`src/npc_pkg.sv`:
```
// Shared types and constants for the nearest palette color search.
package npc_pkg;

  localparam int PALETTE_DEPTH = 16;
  localparam int INDEX_W       = 4;
  localparam int CHAN_W        = 8;
  localparam int COLOR_W       = 3 * CHAN_W;
  localparam int DIST_W        = 18;
  localparam int COUNT_W       = $clog2(PALETTE_DEPTH + 1);
  localparam int CFG_COUNT_W   = 5;
  localparam int PADDR_W       = 3;
  localparam int PDATA_W       = 32;

  localparam logic [PADDR_W-3:0] REG_ENTRY_COUNT = '0;

  typedef enum logic {
    OP_LOAD  = 1'b0,
    OP_QUERY = 1'b1
  } opcode_t;

  typedef struct packed {
    opcode_t             opcode;
    logic [INDEX_W-1:0]  entry_index;
    logic [CHAN_W-1:0]   red;
    logic [CHAN_W-1:0]   green;
    logic [CHAN_W-1:0]   blue;
  } in_item_t;

  typedef struct packed {
    logic [INDEX_W-1:0]  best_index;
    logic [COLOR_W-1:0]  best_color;
    logic [DIST_W-1:0]   best_distance_sq;
  } out_item_t;

  // What travels from one cell to the next: the item plus the running best.
  typedef struct packed {
    opcode_t             opcode;
    logic [INDEX_W-1:0]  entry_index;
    logic [CHAN_W-1:0]   red;
    logic [CHAN_W-1:0]   green;
    logic [CHAN_W-1:0]   blue;
    logic [INDEX_W-1:0]  best_index;
    logic [COLOR_W-1:0]  best_color;
    logic [DIST_W-1:0]   best_dist;
  } stage_t;

endpackage

```
`src/npc_cell.sv`:
```
// One palette cell: holds one entry and updates the running best of a passing query.
module npc_cell (
  input  logic                       clk,
  input  logic                       rst,
  input  logic                       en,
  input  logic [npc_pkg::INDEX_W-1:0] cell_index,
  input  logic [npc_pkg::COUNT_W-1:0] count,
  input  logic                       in_valid,
  input  npc_pkg::stage_t            in_stage,
  output logic                       out_valid,
  output npc_pkg::stage_t            out_stage
);
  import npc_pkg::*;

  logic [COLOR_W-1:0]   entry;
  logic [CHAN_W-1:0]    dr, dg, db;
  logic [2*CHAN_W-1:0]  sr, sg, sb;
  logic [DIST_W-1:0]    cand_dist;
  logic                 take;
  stage_t               stage_next;

  always_comb begin
    dr = (entry[23:16] >= in_stage.red) ? entry[23:16] - in_stage.red
                                        : in_stage.red - entry[23:16];
    dg = (entry[15:8] >= in_stage.green) ? entry[15:8] - in_stage.green
                                         : in_stage.green - entry[15:8];
    db = (entry[7:0] >= in_stage.blue) ? entry[7:0] - in_stage.blue
                                       : in_stage.blue - entry[7:0];
    sr = dr * dr;
    sg = dg * dg;
    sb = db * db;
    cand_dist = DIST_W'(sr) + DIST_W'(sg) + DIST_W'(sb);
  end

  // Cell zero seeds the best; later cells win only on a strictly smaller distance.
  always_comb begin
    take = (in_stage.opcode == OP_QUERY) &&
           ((cell_index == '0) ||
            ((COUNT_W'(cell_index) < count) && (cand_dist < in_stage.best_dist)));
    stage_next = in_stage;
    if (take) begin
      stage_next.best_index = cell_index;
      stage_next.best_color = entry;
      stage_next.best_dist  = cand_dist;
    end
  end

  always_ff @(posedge clk) begin
    if (en && in_valid && (in_stage.opcode == OP_LOAD) &&
        (in_stage.entry_index == cell_index)) begin
      entry <= {in_stage.red, in_stage.green, in_stage.blue};
    end
  end

  always_ff @(posedge clk) begin
    if (rst) begin
      out_valid <= 1'b0;
    end else if (en) begin
      out_valid <= in_valid;
    end
  end

  always_ff @(posedge clk) begin
    if (en) begin
      out_stage <= stage_next;
    end
  end

endmodule

```
`config.mk`:
```
export PLATFORM = sky130hd
export DESIGN_NAME = npc_cell
export DESIGN_NICKNAME = d
export VERILOG_FILES = /design/src/npc_pkg.sv /design/src/npc_cell.sv
export SDC_FILE = /design/constraint.sdc
export NUM_CORES = 1
export LEC_CHECK = 0
export BUFFER_PORTS_ARGS = -buffer_cell sky130_fd_sc_hd__buf_4
export CORE_MARGIN = 1.5
export CORE_UTILIZATION = 28
export CTS_CLUSTER_DIAMETER = 30
export DETAILED_ROUTE_END_ITERATION = 8
export PLACE_DENSITY_LB_ADDON = 0.3
export SLEW_MARGIN = 5
export SYNTH_ARGS = -nofsm -noshare
export SYNTH_HDL_FRONTEND = slang
export SYNTH_SLANG_ARGS = --single-unit
```
`constraint.sdc`:
```
create_clock -name clk -period 9.65 [get_ports clk]
set_input_delay 0.965 -clock clk [delete_from_list [all_inputs] [get_ports clk]]
set_output_delay 0.965 -clock clk [all_outputs]
set_load 0.01 [all_outputs]
```
==> metrics.txt <==
clock skew=0.0106 ns; worst setup path start=in_stage[62]; layout cells sized above 1=36.9%; DR DRC count=0; CP arrival=just under 10 ns; Ports=164; Die Height=209 um; Yosys top cell area share=25.1%; ranking of synthesized cells by area=edfxtp_1 (25%), fa_1 (23%), ha_1 (15%); Post-Syn Instances=about 1100; global-route wire length before repair=between 40 and 50 mm; CP max stage cell=fa_2; crit path capture=out_stage[41]$_DFFE_PP_; Data required, critical path=9.77 ns; initial antenna violation count=0; Starting Density=between 20% and 30%; gr usage total=13.2%; asr flop ratio synth=0%; Final HPWL DP=between 20 and 25 mm; DRT Pass-1 Iters=4; row cnt=75; CTS sink count=100; Post-synth EDFFs=between 90 and 100; Core Util, Final=38.0%; hold_sp=out_valid$_SDFFE_PP0P_; number of CTS-inserted buffers=9; number of global-route vias before repair=9126; Crit. End Element=register; RR Startpoint=entry[16]$_DFFE_PP_; mapped cell area=11900 sq um; Die W=~210 um; Synth area leader=edfxtp_1; RSZ-0062 raised after global routing=true; total wire length=29.1 mm; maximum buffer depth of the clock tree=2; minimum clock period=9.49 ns; CP Launch Type=input port; antenna-violating nets left=0; via/cell ratio=between 4 and 5; worst hold path class=reg -> reg; FMAX=0.105 GHz; R2R cell count=40; IO Port Bufs=163; critical path type=in -> reg; clk root buf=clkbuf_16; CP most frequent cell=fa_1; largest net degree at the start of global routing=41; cts hold-fix bufs=0; FF-to-FF setup slack=0.33 ns; status=finished clean; die area=roughly 44000 sq um; initial drt markers=289; synth warn=0; Synth Register Bits=100; GP Congestion=0.798; H-tree depth=3; register area share after synthesis=25.2%; Slew HR=slightly below 60%; Final Setup Violations=0; CP peak stage delay=0.55 ns; GR Overflow Total=0; clk_lat worst skew=0.37 ns; CP max FO=8; period utilisation layout=98.3%; Max Cap Violations=0; nets@finish=1828; top cells by count, synth=inv_1 (271), ha_1 (144), fa_1 (139); reg-to-reg endpoint=out_stage[41]$_DFFE_PP_; syn_nets=~1500; Netlist cell types=70; Worst Max-Slew Pin Slew=0.626 ns; most common cell in the netlist=inv_1; Fin. Hold Viols=0; clk slew on worst S/H paths=about 0.070 ns; Avg Cell Area, Syn=10.6 sq um; Slew Limit Fails=0; diodes inserted=0; Core ar.=41900 sq um; Area growth, synth to finish=34.0%; CTS tree=done; Post-synth top flop=edfxtp_1; post-DR wirelength/cell=14.6 um; DR vias=8606
[state kept, by name, summed over array words and instances, names as in the netlist]
name / cells
out_stage: 75
out_valid: 1
entry: 24
[per-layer routing]
metal	up-vias	GRT usage, %	wire [um]
li1	4262	-	-
met1	4169	17.4	14000
met2	156	22.4	13800
met3	19	2.25	977
met4	0	3.32	375
met5	-	0	0
[cell usage in the layout, fill, tap and decap left out, types with 7 or more instances in the layout]
cell type	instances
a21o_1	29
a21oi_1	32
a21oi_2	12
buf_4	342
clkbuf_16	11
edfxtp_1	99
fa_1	126
fa_2	13
ha_1	133
ha_4	8
inv_1	261
inv_2	14
mux2_2	38
mux2_4	10
nand2_1	20
nand2b_1	26
nand4_1	9
nor2_1	66
nor2_2	10
nor2b_1	12
o21a_1	7
o21ai_0	14
xnor2_1	12
xnor2_2	7
xor2_1	11
xor2_2	8
[worst max-delay path, delay by kind of cell]
family | cells | cell delay (ns)
mux | 2 | 0.58
buf+inv | 10 | 0.97
fa+ha+maj | 11 | 4.49
xor+xnor | 2 | 0.34
simple gates | 3 | 0.24
compound gates | 12 | 2.04
[how the worst min path moves through the flow]
| stage | to | depth (start not counted) | slack (ns) |
|---|---|---|---|
| floorplan | out_valid$_SDFFE_PP0P_ | 2 | 0.49 |
| global placement | out_valid$_SDFFE_PP0P_ | 2 | 0.46 |
| detailed placement | out_valid$_SDFFE_PP0P_ | 2 | 0.47 |
| CTS | out_valid$_SDFFE_PP0P_ | 2 | 0.48 |
| global route | out_valid$_SDFFE_PP0P_ | 2 | 0.50 |
| finish | out_valid$_SDFFE_PP0P_ | 2 | 0.48 |
[per-stage QoR]
stage          setup WS, ns  instance area (sq um)  instances  TNS, ns  hold slack (ns)
2_1_floorplan       0.00682                  11900       1115        0            0.487
3_3_place_gp         -0.411                  14900       1960   -18.13            0.459
3_5_place_dp         -0.552                  14900       1960   -24.33            0.474
4_1_cts             -0.0387                  15300       1979   -0.837            0.483
5_1_grt              -0.142                  15900       2001    -3.58            0.495
6_report              0.161                  15900       2001        0            0.475
[area by class of cell]
cell class / count / area (sq um)
flip-flops and latches: 100 / 2990
multi-input cells: 714 / 8120
repair buffers: 356 / 2800
well taps: 539 / 674
inverters: 276 / 1040
clock inverters: 2 / 12.5
fillers: 4218 / 26000
clock buffers: 14 / 254
[cells by family after synthesis]
family,count (synthesis),synth area share [%]
AND/OR/NAND/NOR,186,7.80
AO/OA/AOI/OAI,142,8.46
multiplexers,62,5.88
adder cells (fa/ha/maj),283,38.7
buffers and inverters,302,10.4
XOR/XNOR,40,3.56
flip-flops,100,25.2
[timing repair]
item                                    CTS  global route
setup buffers                             3            17
endpoints found under the setup margin   46            46
cloned                                    0             5
gates resized for setup                   6           102
pin swaps                                 1            87
endpoints found under the hold margin     0             0
Power is not shown: default switching activity piles up to over one toggle a cycle in this logic, so the estimate is an artifact.
